## src/sv/gdoy_pkg.sv

```systemverilog
// gdoy_pkg: types, constants and calendar tables for the day-of-year converter
// standalone, no dependencies; used by gregorian_day_of_year_converter_unit
`default_nettype none

package gdoy_pkg;

    // result status codes
    typedef enum logic [2:0] {
        ST_OK        = 3'd0,
        ST_BAD_MONTH = 3'd1,
        ST_BAD_DAY   = 3'd2,
        ST_PAST_END  = 3'd3,
        ST_BAD_YDAY  = 3'd4
    } status_t;

    // operation codes
    localparam logic OP_DATE_TO_YDAY = 1'b0;
    localparam logic OP_YDAY_TO_DATE = 1'b1;

    localparam int MONTHS = 12;
    localparam int MAX_MONTH_DAYS = 31;
    localparam logic [8:0] COMMON_YEAR_DAYS = 9'd365;

    // divisible-by-25 test on a 16-bit value: v * inv(25) mod 2^16 <= (2^16-1)/25
    localparam logic [15:0] INV25 = 16'd23593;
    localparam logic [15:0] DIV25_LIMIT = 16'd2621;

    // days before the first day of a month, common year (month 13 = full year)
    function automatic logic [8:0] days_before(input logic [3:0] m);
        logic [8:0] r;
        begin
            case (m)
                4'd1:    r = 9'd0;
                4'd2:    r = 9'd31;
                4'd3:    r = 9'd59;
                4'd4:    r = 9'd90;
                4'd5:    r = 9'd120;
                4'd6:    r = 9'd151;
                4'd7:    r = 9'd181;
                4'd8:    r = 9'd212;
                4'd9:    r = 9'd243;
                4'd10:   r = 9'd273;
                4'd11:   r = 9'd304;
                4'd12:   r = 9'd334;
                4'd13:   r = 9'd365;
                default: r = 9'd0;
            endcase
            return r;
        end
    endfunction

    // length of a month; zero for codes that name no month
    function automatic logic [4:0] month_len(input logic [3:0] m, input logic leap);
        logic [4:0] r;
        begin
            case (m)
                4'd2:                                 r = leap ? 5'd29 : 5'd28;
                4'd4, 4'd6, 4'd9, 4'd11:              r = 5'd30;
                4'd1, 4'd3, 4'd5, 4'd7, 4'd8, 4'd10,
                4'd12:                                r = 5'd31;
                default:                              r = 5'd0;
            endcase
            return r;
        end
    endfunction

endpackage

`default_nettype wire

```

## src/sv/gregorian_day_of_year_converter_unit.sv

```systemverilog
// gregorian_day_of_year_converter_unit: date <-> day-of-year conversion, two stages
// depends on gdoy_pkg (status codes, op codes, calendar tables)
//
// usage
//   input channel: in_valid / in_stall with op, year, month, day, year_day.
//   op 0 turns year, month and day into day_number; op 1 turns year and
//   year_day into month_out and day_out. leap_year is always given; status
//   is nonzero for a bad operand, and the conversion outputs are then zero.
//   output channel: out_valid / out_stall with the five result fields.
//   a beat is taken at a clock edge with valid high and stall low.
//   a beat passes the input register, then the result register.
//   throughput: one beat per cycle while the receiver does not stall, set
//   by the single pass of leap test and table lookups between the two registers.
//   when the receiver stalls, the result register holds its beat and the
//   input register, if empty, still takes one more beat; after that in_stall is
//   raised until the result moves on.
//   reset (rst_n low, asynchronous) empties both registers; no item is
//   lost or repeated across a stall.
`default_nettype none

module gregorian_day_of_year_converter_unit #(
    parameter int YEAR_WIDTH = 16
) (
    input  wire logic        clk,
    input  wire logic        rst_n,
    input  wire logic        in_valid,
    output logic             in_stall,
    input  wire logic        op,
    input  wire logic [15:0] year,
    input  wire logic [3:0]  month,
    input  wire logic [5:0]  day,
    input  wire logic [8:0]  year_day,
    output logic             out_valid,
    input  wire logic        out_stall,
    output logic [8:0]       day_number,
    output logic [3:0]       month_out,
    output logic [4:0]       day_out,
    output logic             leap_year,
    output logic [2:0]       status
);

    // bits of the year that take part in the leap test
    localparam int LEAP_W = (YEAR_WIDTH < 16) ? YEAR_WIDTH : 16;
    localparam logic [15:0] YEAR_MASK = 16'((32'd1 << LEAP_W) - 32'd1);

    // input register
    logic        s1_valid_reg;
    logic        op_reg;
    logic [15:0] year_reg;
    logic [3:0]  month_reg;
    logic [5:0]  day_reg;
    logic [8:0]  yday_reg;

    // result register
    logic        out_valid_reg;
    logic [8:0]  dnum_reg,   dnum_next;
    logic [3:0]  mout_reg,   mout_next;
    logic [4:0]  dout_reg,   dout_next;
    logic        leap_reg,   leap_next;
    gdoy_pkg::status_t status_reg, status_next;

    logic out_adv;
    logic in_take;

    // pipeline control
    assign out_adv  = !out_valid_reg || !out_stall;
    assign in_stall = s1_valid_reg && !out_adv;
    assign in_take  = in_valid && !in_stall;

    always_ff @(posedge clk or negedge rst_n)
    begin
        if (!rst_n)
        begin
            s1_valid_reg  <= 1'b0;
            out_valid_reg <= 1'b0;
        end
        else
        begin
            if (!in_stall)
            begin
                s1_valid_reg <= in_valid;
            end
            if (out_adv)
            begin
                out_valid_reg <= s1_valid_reg;
            end
        end
    end

    // input payload
    always_ff @(posedge clk)
    begin
        if (in_take)
        begin
            op_reg    <= op;
            year_reg  <= year;
            month_reg <= month;
            day_reg   <= day;
            yday_reg  <= year_day;
        end
    end

    // leap test: by 4 and not by 100, or by 400
    logic [15:0] year_used;
    logic [15:0] year_scaled;
    logic        div25;

    assign year_used   = year_reg & YEAR_MASK;
    assign year_scaled = year_used * gdoy_pkg::INV25;
    assign div25       = (year_scaled <= gdoy_pkg::DIV25_LIMIT);
    assign leap_next   = ((year_used[1:0] == 2'd0) && !div25)
                      || ((year_used[3:0] == 4'd0) && div25);

    // month search for year-day input: count month ends before the day
    logic [3:0] ends_before;
    logic [3:0] found_month;
    logic [8:0] month_start;
    logic [8:0] yd_limit;

    always_comb
    begin
        ends_before = 4'd0;
        for (int m = 1; m < gdoy_pkg::MONTHS; m++)
        begin
            if (yday_reg > (gdoy_pkg::days_before(4'(m + 1))
                            + {8'd0, (leap_next && (m >= 2))}))
            begin
                ends_before = ends_before + 4'd1;
            end
        end
    end

    assign found_month = ends_before + 4'd1;
    assign month_start = gdoy_pkg::days_before(found_month)
                       + {8'd0, (leap_next && (found_month > 4'd2))};
    assign yd_limit    = gdoy_pkg::COMMON_YEAR_DAYS + {8'd0, leap_next};

    // conversion and checks
    always_comb
    begin
        dnum_next   = 9'd0;
        mout_next   = 4'd0;
        dout_next   = 5'd0;
        status_next = gdoy_pkg::ST_OK;
        if (op_reg == gdoy_pkg::OP_DATE_TO_YDAY)
        begin
            if (month_reg < 4'd1 || month_reg > 4'(gdoy_pkg::MONTHS))
            begin
                status_next = gdoy_pkg::ST_BAD_MONTH;
            end
            else if (day_reg < 6'd1 || day_reg > 6'(gdoy_pkg::MAX_MONTH_DAYS))
            begin
                status_next = gdoy_pkg::ST_BAD_DAY;
            end
            else if (day_reg > {1'b0, gdoy_pkg::month_len(month_reg, leap_next)})
            begin
                status_next = gdoy_pkg::ST_PAST_END;
            end
            else
            begin
                dnum_next = gdoy_pkg::days_before(month_reg) + {3'd0, day_reg}
                          + {8'd0, (leap_next && (month_reg > 4'd2))};
            end
        end
        else
        begin
            if (yday_reg < 9'd1 || yday_reg > yd_limit)
            begin
                status_next = gdoy_pkg::ST_BAD_YDAY;
            end
            else
            begin
                mout_next = found_month;
                dout_next = 5'(yday_reg - month_start);
            end
        end
    end

    // result payload
    always_ff @(posedge clk)
    begin
        if (out_adv && s1_valid_reg)
        begin
            dnum_reg   <= dnum_next;
            mout_reg   <= mout_next;
            dout_reg   <= dout_next;
            leap_reg   <= leap_next;
            status_reg <= status_next;
        end
    end

    assign out_valid  = out_valid_reg;
    assign day_number = dnum_reg;
    assign month_out  = mout_reg;
    assign day_out    = dout_reg;
    assign leap_year  = leap_reg;
    assign status     = status_reg;

    // checks
    a_err_zero: assert property (@(posedge clk) disable iff (!rst_n)
        (out_valid && status != gdoy_pkg::ST_OK)
            |-> (day_number == 9'd0 && month_out == 4'd0 && day_out == 5'd0))
        else $error("error result with nonzero outputs");

    a_one_conversion: assert property (@(posedge clk) disable iff (!rst_n)
        out_valid |-> (day_number == 9'd0 || month_out == 4'd0))
        else $error("both conversions filled in one result");

    a_month_range: assert property (@(posedge clk) disable iff (!rst_n)
        (out_valid && month_out != 4'd0)
            |-> (month_out <= 4'd12 && day_out != 5'd0))
        else $error("month search out of range");

    a_stall_cause: assert property (@(posedge clk) disable iff (!rst_n)
        in_stall |-> (out_valid && out_stall))
        else $error("input stalled with the result side free");

endmodule

`default_nettype wire

```

## config.mk

```make
export PLATFORM = sky130hd
export DESIGN_NAME = gregorian_day_of_year_converter_unit
export DESIGN_NICKNAME = d
export VERILOG_FILES = /design/src/sv/gdoy_pkg.sv /design/src/sv/gregorian_day_of_year_converter_unit.sv
export SDC_FILE = /design/constraint.sdc
export NUM_CORES = 1
export LEC_CHECK = 0
export BUFFER_PORTS_ARGS = -buffer_cell sky130_fd_sc_hd__buf_2
export CORE_UTILIZATION = 45
export CTS_CLUSTER_SIZE = 8
export DETAILED_ROUTE_END_ITERATION = 7
export PLACE_DENSITY_LB_ADDON = 0.25
export SLEW_MARGIN = 20
export SYNTH_ARGS = -nofsm -noshare
export SYNTH_HDL_FRONTEND = slang
export SYNTH_SLANG_ARGS = --single-unit
```

## constraint.sdc

```tcl
create_clock -name clk -period 17 [get_ports clk]
set_clock_uncertainty 0.05 [all_clocks]
set_input_delay 3.4 -clock clk [delete_from_list [all_inputs] [get_ports clk]]
set_output_delay 3.4 -clock clk [all_outputs]
set_load 0.01 [all_outputs]
```

==> impl_summary.txt, run 1 <==
----------------------------------------------------
[Logic synthesis]
  Most used standard cells in the synthesized netlist ... sky130_fd_sc_hd__ha_1, sky130_fd_sc_hd__inv_1, sky130_fd_sc_hd__edfxtp_1
  Post-synth design cell area ... 6843 um2
  Netlist cell types ... 90
  Seq cells post-synth ... 69
  Most repeated cell in the gate-level netlist after synthesis ... sky130_fd_sc_hd__ha_1
  Synthesized area divided by synthesized cell count ... 10.08 um2
  Sequential area share after synthesis ... 28.82%
  Asr flop ratio synth ... 2.899%
  Main area contributors after synthesis ... sky130_fd_sc_hd__edfxtp_1, sky130_fd_sc_hd__ha_1, sky130_fd_sc_hd__fa_1
  Number of instances in the synthesized netlist ... 679
  Synthesis Warnings ... 0
  Net count of the mapped netlist ... 848
  Cell accounting for the most synthesized area ... sky130_fd_sc_hd__edfxtp_1
  Fraction of synthesized cell area taken by the top area cell type ... 25.45%
  Number of enable-type register cells in the synthesized netlist ... 58
  Flip-flop cell with the highest count after synthesis ... sky130_fd_sc_hd__edfxtp_1

[Finish]
  ANT cells ... 0
  Multi-input gate area in the final layout ... 4522 um2
  Sequential standard cell area ... 1972 um2
  Area growth, synth to finish ... 11.99%
  Share of cells above drive strength 1 ... 15.91%
  Layout fillers ... 1,319
  Layout Nets ... 912

[Worst setup path]
  Delay of the slowest cell on the worst path ... 0.69 ns
  Required time reported for the critical path endpoint ... 17.02 ns
  Critical path class ... flip-flop to flip-flop
  Data arrival time of the critical path ... 15.09 ns
  CP startpoint ... year_reg[0]$_DFFE_PP_
  Worst setup SP type ... flip-flop
  Critical Path End Type ... flip-flop
  Buf+Inv Stages, Crit Path ... 7
  Number of gates on the worst path with buffers counted ... 60
  Cell repeated most along the worst path ... sky130_fd_sc_hd__ha_1
  Cell with the largest stage delay on the worst path ... sky130_fd_sc_hd__a2111oi_0
  Startpoint of the worst-slack reg-to-reg timing path ... year_reg[0]$_DFFE_PP_
  Top cell family by delay on the critical path ... adder cells
  CP max FO ... 11
  Worst r2r path cells ... 60

[Die]
  Die boundary height ... 125.3 um
  Ports placed on the boundary ... 64
  Core box area ... 14,700 um2
  Full die area ... 15,700 um2
  Die outline width ... 125.3 um
  Effective utilization at floorplan ... 46.55%
  Rows ... 44

[Route]
  Post-DR wirelength/cell ... 15.27 um
  Detail Route Antenna Nets ... 0
  Vias/cell ... 5.452
  Via count ... 5,081
  Total iterations of the first detailed-routing run ... 4
  Count of unresolved DRC violations after routing ... 0
  Total Wirelength ... 14,230 um
  Initial drt markers ... 269

[STA]
  Unrepaired setup endpoints after global routing ... false
  Worst hold-check slack ... 0.4410 ns
  Fmax ... 0.06639 GHz
  Fin crit period ... 15.06 ns
  Portion of the clock cycle consumed by the worst path in the final layout ... 88.61%
  Max transition margin ... 45.07%
  Final TNS setup ... 0 ns
  Final Hold Vio Count ... 0
  Max Slew Vio Count ... 0
  Number of endpoints failing setup at the final stage ... 0
  Worst-margin pin slew ... 0.8181 ns

[Power]
  Worst IR Drop VDD ... 0.1021 mV
  Leak pwr ... 3.482 nW
  Power per cell area ... 165.6 nW/um2

[Clock network]
  Bufs on Longest Clock Path ... 2
  CTS tree ... built
  Count of cells resized by post-cts repair ... 0
  Post-CTS setup buffer count ... 0
  Source-to-sink clock delay at the later pin of the worst-skew pair ... 0.33 ns
  TritonCTS Buffers ... 9
  Hold-fix buffers at CTS ... 0
  Clock Sink Count ... 69
  Clock Root Buffer ... sky130_fd_sc_hd__clkbuf_16
  Clock-pin slew on the worst setup and hold paths ... 0.06 ns
  H-tree level count ... 3

[GRT]
  Remaining global-route overflow ... 0
  Total GRT Usage ... 18.94%
  Antenna violations before repair ... 0
  Vias in the first global route ... 5,126
  Largest net degree at the start of global routing ... 33
  Wire length of the first global-routing pass ... 24,140 um

[Placement]
  Port-buffer cells ... 63
  HPWL reported at the end of detailed placement ... 11,600 um
  Placer's final routability congestion estimate ... 0.8755

[Run status]
  Run status ... finished, final reports clean

[Worst hold path]
  Min-Delay Startpoint ... s1_valid_reg$_DFFE_PN0N_
  Cell depth of the worst hold path ... 1
  HP Class ... flip-flop to flip-flop

[Run]
  Max-cap violations ... 0

----------------------------------------------------
area by class of cell:
type,instances,area share (%)
multi-input combinational,519,59.00
sequential,69,25.73
timing repair buffer,66,4.408
inverter,78,3.853
clock buffer,12,3.641
tap,184,3.004
clock inverter,4,0.3592
final timing paths:
kind / endpoint / slack [ns]
max in group asynchronous: s1_valid_reg$_DFFE_PN0N_ / 14.00
min: out_valid$_DFFE_PN0N_ / 0.44
max reg2reg: day_out[4]$_SDFFCE_PP0P_ / 1.94
min in group asynchronous: out_valid$_DFFE_PN0N_ / 2.80
max: day_out[4]$_SDFFCE_PP0P_ / 1.94
min reg2reg: out_valid$_DFFE_PN0N_ / 0.44
layout by cell type, fill, tap and decap left out, types with 13 or more instances in the layout:
cell type,Yosys,routed
sky130_fd_sc_hd__xnor2_1,31,31
sky130_fd_sc_hd__mux2i_1,14,14
sky130_fd_sc_hd__edfxtp_1,58,58
sky130_fd_sc_hd__nand2_1,37,37
sky130_fd_sc_hd__inv_1,74,74
sky130_fd_sc_hd__nor3_1,13,13
sky130_fd_sc_hd__ha_1,107,107
sky130_fd_sc_hd__fa_1,22,22
sky130_fd_sc_hd__nand3_1,13,13
sky130_fd_sc_hd__nor2_1,49,49
sky130_fd_sc_hd__o21ai_0,22,22
sky130_fd_sc_hd__buf_2,1,63
sky130_fd_sc_hd__a21oi_1,29,29
cells by family after synthesis:
logic type,share of synthesized area (%)
flip-flops,28.82
AO/OA/AOI/OAI,13.75
XOR/XNOR,7.515
multiplexers,3.419
buffers and inverters,5.156
adder cells (fa/ha/maj),26.00
AND/OR/NAND/NOR,15.34
worst reg2reg max path, delay by kind of cell (launching register included):
family / cells / cell delay (ns)
XOR/XNOR: 9 / 2.54
AND/OR/NAND/NOR: 12 / 1.77
buffers and inverters: 7 / 0.84
flip-flops: 1 / 0.49
adder cells (fa/ha/maj): 15 / 5.16
AO/OA/AOI/OAI: 15 / 3.47
multiplexers: 2 / 0.48
report_power, final:
part | leakage [nW] | internal [mW] | switching [mW] | total, mW
combinational | 2.67 | 0.395 | 0.458 | 0.853
clock | 0.153 | 0.116 | 0.0678 | 0.184
sequential | 0.662 | 0.218 | 0.0144 | 0.232
total | 3.48 | 0.729 | 0.540 | 1.27
stage by stage:
step	util (%)	instances	worst slack, ns	instance area [um2]	total power [mW]
3_3_place_gp	50.05	916	2.460	7357	1.055
5_1_grt	52.14	932	0.7219	7664	1.400
3_5_place_dp	50.05	916	1.992	7357	1.085
6_report	52.14	932	1.937	7664	1.269
4_1_cts	52.14	932	1.950	7664	1.280
2_1_floorplan	-	679	3.282	6843	0.9207
routing by layer:
metal | global-route usage [%] | wire [um] | up-vias
met5 | 0 | 0 | -
met4 | 5.237 | 163 | 0
met3 | 2.353 | 454 | 14
met2 | 33.85 | 6975 | 93
met1 | 24.03 | 6636 | 2421
li1 | - | - | 2553
(Power assumes the default switching activity.)
==> run 2: changes to the inputs <==
Settings changed: GPL_ROUTABILITY_DRIVEN set to 0.
Clock period 17 ns to 12.4 ns, I/O delays scaled along.
==> run 2 against run 1 <==
Net effect:
- the flow now finishes with violations (setup timing)
- core utilization rose by 5.2 points
- register-to-register slack got worse by 2.3 ns
- first-iteration DRC count rose by 14%
- critical path type unchanged
- highest routed layer unchanged
==> impl_summary.txt, run 2 (synthesized netlist as in run 1, its figures left out) <==
----------------------------------------------------
[Clock network]
  CTS tree ... built
  Clock Root Buffer ... sky130_fd_sc_hd__clkbuf_16
  Clock-pin slew on the worst setup and hold paths ... 0.06 ns (about the same)
  Bufs on Longest Clock Path ... 2 (unchanged)
  H-tree level count ... 3 (unchanged)
  Source-to-sink clock delay at the later pin of the worst-skew pair ... 0.34 ns (about the same)
  Clock Sink Count ... 69 (unchanged)
  TritonCTS Buffers ... 9 (unchanged)

[Finish]
  Most frequent standard cell in the layout excluding fill and tap cells ... sky130_fd_sc_hd__ha_1
  Layout Nets ... 962 (+5.5%)
  Area growth, synth to finish ... 23.09%
  Layout fillers ... 1,213 (-8.0%)
  Design area ... 8423 um2 (+9.9%)
  Most frequent cells in the layout ... sky130_fd_sc_hd__ha_1, sky130_fd_sc_hd__inv_1, sky130_fd_sc_hd__buf_2
  Share of cells above drive strength 1 ... 27.44% (+12 points)
  End-of-flow core utilization ... 57.30% (+5.2 points)
  Cell Count, Final, Fillers Out ... 983 (+5.5%)

[GRT]
  Antenna violations before repair ... 0 (unchanged)
  Remaining global-route overflow ... 0 (unchanged)
  Largest net degree at the start of global routing ... 23 (-30%)
  Total GRT Usage ... 21.29% (+2.4 points)
  Wire length of the first global-routing pass ... 26,830 um (+11%)
  Vias in the first global route ... 5,622 (+9.7%)

[Power]
  Power per cell area ... 265.1 nW/um2 (+60%)
  Share of total power in the clock network ... 13.6% (-0.9 points)
  Worst IR Drop VDD ... 0.1895 mV (+86%)
  Sequential share of power ... 14.3% (-4.0 points)
  Leak pwr ... 3.760 nW (+8.0%)
  Comb power frac ... 72.1% (+4.9 points)
  Sw Ratio ... 41.36% (-1.2 points)
  Internal power ... 1.309 mW (+80%)
  Net load switching power ... 0.9235 mW (+71%)

[Die]
  Effective utilization at floorplan ... 46.55% (unchanged)
  Rows ... 44 (unchanged)
  Ports placed on the boundary ... 64 (unchanged)
  Full die area ... 15,700 um2 (unchanged)
  Core box area ... 14,700 um2 (unchanged)
  Die outline width ... 125.3 um (unchanged)
  Die boundary height ... 125.3 um (unchanged)

[Route]
  Total Wirelength ... 16,060 um (+13%)
  Count of unresolved DRC violations after routing ... 0 (unchanged)
  Total iterations of the first detailed-routing run ... 4 (unchanged)
  Detail Route Antenna Nets ... 0 (unchanged)
  Post-DR wirelength/cell ... 16.34 um (+7.0%)
  Via count ... 5,440 (+7.1%)
  Vias/cell ... 5.534 (+1.5%)
  Initial drt markers ... 308 (+14%)

[Worst setup path]
  Critical path class ... flip-flop to flip-flop
  CP max FO ... 5 (-6)
  Critical path capture point ... day_out[4]$_SDFFCE_PP0P_
  Startpoint of the worst-slack reg-to-reg timing path ... year_reg[8]$_DFFE_PP_
  Cell repeated most along the worst path ... sky130_fd_sc_hd__ha_4
  Delay of the slowest cell on the worst path ... 0.56 ns (-0.13 ns)
  Cell with the largest stage delay on the worst path ... sky130_fd_sc_hd__fa_1
  Worst r2r path cells ... 63 (+5.0%)
  Endpoint of the most critical register-to-register path ... day_out[4]$_SDFFCE_PP0P_
  Data arrival time of the critical path ... 12.80 ns (-2.29 ns)
  CP startpoint ... year_reg[8]$_DFFE_PP_
  Critical Path End Type ... flip-flop
  Internal reg-to-reg setup slack ... -0.37 ns (-2.31 ns)
  Worst setup SP type ... flip-flop
  Required time reported for the critical path endpoint ... 12.43 ns (-4.59 ns)

[Placement]
  HPWL reported at the end of detailed placement ... 12,320 um (+6.2%)
  Cell Area, Placed ... 7806 um2 (+6.1%)
  Placed cell count ... 951 (+3.8%)
  Port-buffer cells ... 63 (unchanged)

[STA]
  Fin crit period ... 12.77 ns (-2.292 ns)
  Max transition margin ... 43.16% (-1.9 points)
  Portion of the clock cycle consumed by the worst path in the final layout ... 103.0% (+14 points)
  Number of endpoints failing setup at the final stage ... 1 (+1)
  Max Slew Vio Count ... 0 (unchanged)
  Final Hold Vio Count ... 0 (unchanged)
  Fmax ... 0.07830 GHz (+18%)
  Fin worst setup slack ... -0.3712 ns (-2.308 ns)
  Worst-margin pin slew ... 0.8361 ns (+0.01804 ns)
  Unrepaired setup endpoints after global routing ... true

[Worst hold path]
  HP Class ... flip-flop to flip-flop

[Run status]
  Run status ... finished, violations left
  Violated checks ... setup timing

[Run]
  Max-cap violations ... 0 (unchanged)

----------------------------------------------------
## run 2: area by class of cell
type | count | area (um2) | area share (%)
inverters | 78 | 297.8 | 3.535
diodes | 1 | 2.502 | 0.02971
flip-flops and latches | 69 | 1972 | 23.41
clock inverters | 5 | 107.6 | 1.277
repair buffers | 116 | 716.9 | 8.512
well taps | 184 | 230.2 | 2.733
multi-input cells | 519 | 4863 | 57.74
clock buffers | 11 | 232.7 | 2.763
## run 2: power groups by stage
| stage | Clock (mW) | Sequential (mW) | Combinational (mW) |
|---|---|---|---|
| floorplan | 0 | 0.325 | 1.06 |
| global placement | 0 | 0.323 | 1.38 |
| detailed placement | 0 | 0.323 | 1.42 |
| CTS | 0.309 | 0.319 | 1.45 |
| global route | 0.318 | 0.322 | 1.77 |
| finish | 0.304 | 0.318 | 1.61 |
## run 2: stage by stage
stage	power (mW)	setup WS (ns)	hold WS, ns	setup TNS [ns]
6_report	2.233	-0.3712	0.4372	-0.3712
5_1_grt	2.410	-0.9871	0.4651	-1.943
4_1_cts	2.080	-0.2360	0.4456	-0.2360
3_5_place_dp	1.747	-0.3000	0.4345	-0.3000
3_3_place_gp	1.705	0.05087	0.4153	0
2_1_floorplan	1.385	0.001569	0.3934	0
## run 2: timing repair
action / CTS / global route
setup endpoints to repair: 1 / 5
hold buffers: 0 / 0
buffers inserted: 0 / 16
gates resized for setup: 5 / 29
pin swaps: 2 / 41
gates cloned: 0 / 0
## run 2: worst min-delay path by stage
stage / from / to / slack (ns) / depth (start not counted)
after CTS: s1_valid_reg$_DFFE_PN0N_ / out_valid$_DFFE_PN0N_ / 0.45 / 1
after detailed placement: s1_valid_reg$_DFFE_PN0N_ / out_valid$_DFFE_PN0N_ / 0.43 / 1
after global placement: s1_valid_reg$_DFFE_PN0N_ / out_valid$_DFFE_PN0N_ / 0.42 / 1
after global routing: s1_valid_reg$_DFFE_PN0N_ / out_valid$_DFFE_PN0N_ / 0.47 / 1
final: s1_valid_reg$_DFFE_PN0N_ / out_valid$_DFFE_PN0N_ / 0.44 / 1
after floorplan: s1_valid_reg$_DFFE_PN0N_ / out_valid$_DFFE_PN0N_ / 0.39 / 1
## run 2: layer usage
metal | GRT usage, % | vias up | part of all wire [%]
met5 | 0 | - | 0
met4 | 5.954 | 0 | 1.4
met2 | 37.79 | 130 | 50
met3 | 3.979 | 20 | 5.1
li1 | - | 2661 | -
met1 | 26.35 | 2629 | 44
## run 2: worst max-delay path, delay by kind of cell, from the launching register on
| kind | cells | cell delay [ns] |
|---|---|---|
| adders and majority gates | 16 | 5.02 |
| AOI/OAI and AO/OA | 16 | 3.38 |
| and+or+nand+nor | 13 | 1.58 |
| xor gates and xnor gates | 6 | 0.86 |
| muxes | 3 | 0.58 |
| buffers and inverters | 9 | 0.55 |
| DFF | 1 | 0.43 |
==> run 3: changes to the inputs <==
==> constraint.sdc (replaced) <==
create_clock -name clk -period 12.4 [get_ports clk]
set_clock_uncertainty 0.05 [all_clocks]
set_input_delay 0.62 -clock clk [delete_from_list [all_inputs] [get_ports clk]]
set_output_delay 0.62 -clock clk [all_outputs]
set_load 0.01 [all_outputs]
==> run 3 against run 2 <==
Net effect:
- the run still ends with setup timing left
- non-clock buffer count is 1 higher
- worst hold slack worse by 0.040 ns
- total power hardly changed
- cell count is 0.10% higher
- register-to-register slack worse by 0.02 ns
- critical path depth stayed put
- via count hardly changed
- die area stayed put
- critical path type unchanged
- largest cell class unchanged
==> impl_summary.txt, run 3 (synthesized netlist as in run 1, its figures left out) <==
----------------------------------------------------
[Power]
  Worst IR Drop VDD ... 0.1900 mV (+0.23%)
  Leak pwr ... 3.764 nW (+0.11%)
  Power per cell area ... 264.8 nW/um2 (-0.11%)

[Placement]
  Port-buffer cells ... 63 (unchanged)
  HPWL reported at the end of detailed placement ... 12,320 um (unchanged)
  Placed cell count ... 951 (unchanged)
  Setup slack after placement ... -0.3000 ns (unchanged)

[Route]
  Initial drt markers ... 302 (-1.9%)
  Via count ... 5,445 (+0.092%)
  Post-DR wirelength/cell ... 16.37 um (+0.17%)
  Count of unresolved DRC violations after routing ... 0 (unchanged)
  Vias/cell ... 5.534 (about the same)
  Total Wirelength ... 16,110 um (+0.27%)
  Detail Route Antenna Nets ... 0 (unchanged)
  Total iterations of the first detailed-routing run ... 5 (+1)

[Clock network]
  Bufs on Longest Clock Path ... 2 (unchanged)
  Clock-pin slew on the worst setup and hold paths ... 0.07 ns (about the same)
  Clock Root Buffer ... sky130_fd_sc_hd__clkbuf_16
  Source-to-sink clock delay at the later pin of the worst-skew pair ... 0.34 ns (about the same)
  TritonCTS Buffers ... 9 (unchanged)
  H-tree level count ... 3 (unchanged)
  CTS tree ... built
  Clock Sink Count ... 69 (unchanged)

[Worst setup path]
  Critical Path End Type ... flip-flop
  CP max FO ... 5 (unchanged)
  Critical path class ... flip-flop to flip-flop
  Cell with the largest stage delay on the worst path ... sky130_fd_sc_hd__fa_1
  Data arrival time of the critical path ... 12.82 ns (+0.02 ns)
  Cell repeated most along the worst path ... sky130_fd_sc_hd__ha_4
  Worst setup SP type ... flip-flop
  Delay of the slowest cell on the worst path ... 0.56 ns (about the same)
  Required time reported for the critical path endpoint ... 12.43 ns (about the same)

[STA]
  Number of endpoints failing setup at the final stage ... 1 (unchanged)
  Max transition margin ... 43.23% (+0.070 points)
  Fin crit period ... 12.79 ns (+0.01795 ns)
  Final Hold Vio Count ... 0 (unchanged)
  Fin worst setup slack ... -0.3891 ns (-0.01795 ns)
  Fmax ... 0.07819 GHz (-0.14%)
  Max Slew Vio Count ... 0 (unchanged)
  Worst-margin pin slew ... 0.8351 ns (-0.001031 ns)
  Unrepaired setup endpoints after global routing ... true
  Portion of the clock cycle consumed by the worst path in the final layout ... 103.1% (+0.14 points)

[GRT]
  Total GRT Usage ... 21.30% (about the same)
  Vias in the first global route ... 5,629 (+0.12%)
  GR Util met2 ... 37.82% (about the same)
  Most heavily used metal layer in global routing ... met2
  Met1 Usage GRT ... 26.35% (unchanged)
  Largest net degree at the start of global routing ... 23 (unchanged)
  Met3 global-route usage ... 3.979% (unchanged)
  Remaining global-route overflow ... 0 (unchanged)
  Antenna violations before repair ... 0 (unchanged)
  Wire length of the first global-routing pass ... 26,850 um (about the same)

[Die]
  Ports placed on the boundary ... 64 (unchanged)
  Rows ... 44 (unchanged)
  Die outline width ... 125.3 um (unchanged)
  Full die area ... 15,700 um2 (unchanged)
  Effective utilization at floorplan ... 46.55% (unchanged)
  Core box area ... 14,700 um2 (unchanged)
  Die boundary height ... 125.3 um (unchanged)

[Run]
  Max-cap violations ... 0 (unchanged)

[Finish]
  Area growth, synth to finish ... 23.24%
  Layout Nets ... 963 (+0.10%)
  Share of cells above drive strength 1 ... 27.41% (-0.034 points)
  Most frequent cells in the layout ... sky130_fd_sc_hd__ha_1, sky130_fd_sc_hd__inv_1, sky130_fd_sc_hd__buf_2
  Most frequent standard cell in the layout excluding fill and tap cells ... sky130_fd_sc_hd__ha_1
  Layout fillers ... 1,212 (-0.082%)
  Cell Count, Final, Fillers Out ... 984 (+0.10%)

[Run status]
  Violated checks ... setup timing
  Run status ... finished, violations left

[Worst hold path]
  HP Class ... primary input to flip-flop

----------------------------------------------------
-- run 3: per-layer routing --
| layer | vias to the layer above | routed length (um) |
|---|---|---|
| met3 | 18 | 846 |
| met2 | 137 | 8012 |
| met4 | 0 | 218 |
| met5 | - | 0 |
| met1 | 2625 | 7028 |
| li1 | 2665 | - |
-- run 3: layout make-up --
| type | instances | area (um2) | share of cell area, % |
|---|---|---|---|
| tap | 184 | 230.2 | 2.730 |
| clock buffer | 11 | 232.7 | 2.760 |
| timing repair buffer | 117 | 726.9 | 8.620 |
| sequential | 69 | 1972 | 23.38 |
| antenna | 1 | 2.502 | 0.02967 |
| multi-input combinational | 519 | 4863 | 57.67 |
| inverter | 78 | 297.8 | 3.531 |
| clock inverter | 5 | 107.6 | 1.276 |
-- run 3: timing repair --
action | CTS | global route
setup endpoints to repair | 1 | 5
hold endpoints to repair | 2 | 0
gates resized for setup | 5 | 29
buffers inserted | 0 | 16
hold buffers | 1 | 0
pin swaps | 2 | 41
-- run 3: power by group --
part | internal (mW) | switching, mW | leakage, nW
registers | 0.299 | 0.0197 | 0.662
logic | 0.813 | 0.797 | 2.94
clock network | 0.198 | 0.106 | 0.164
-- run 3: worst paths after layout --
path,from,end,slack (ns),cells past startpoint
max,year_reg[8]$_DFFE_PP_,day_out[4]$_SDFFCE_PP0P_,-0.39,63
min,year_day[0],yday_reg[0]$_DFFE_PP_,0.40,1
max reg2reg,year_reg[8]$_DFFE_PP_,day_out[4]$_SDFFCE_PP0P_,-0.39,63
min reg2reg,s1_valid_reg$_DFFE_PN0N_,out_valid$_DFFE_PN0N_,0.44,1
max in group asynchronous,rst_n,s1_valid_reg$_DFFE_PN0N_,11.64,2
min in group asynchronous,rst_n,out_valid$_DFFE_PN0N_,0.56,2
-- run 3: per-stage QoR --
| stage | power [mW] | cell area (um2) | hold WS (ns) | TNS (ns) | util [%] |
|---|---|---|---|---|---|
| finish | 2.233 | 8433 | 0.3969 | -0.3891 | 57.37 |
| global placement | 1.705 | 7802 | 0.3551 | 0 | 53.08 |
| detailed placement | 1.747 | 7806 | 0.3578 | -0.3000 | 53.11 |
| global route | 2.410 | 8431 | 0.3951 | -1.943 | 57.35 |
| CTS | 2.080 | 8194 | 0.3882 | -0.2360 | 55.75 |
| floorplan | 1.385 | 7025 | 0.2744 | 0 | - |
-- run 3: critical path, delay by kind of cell (launching register included) --
kind | cells | cell delay [ns]
mux | 3 | 0.48
simple gates | 13 | 1.59
flops | 1 | 0.43
compound gates | 16 | 3.38
buf+inv | 9 | 0.52
fa+ha+maj | 16 | 5.02
xor+xnor | 6 | 1.00
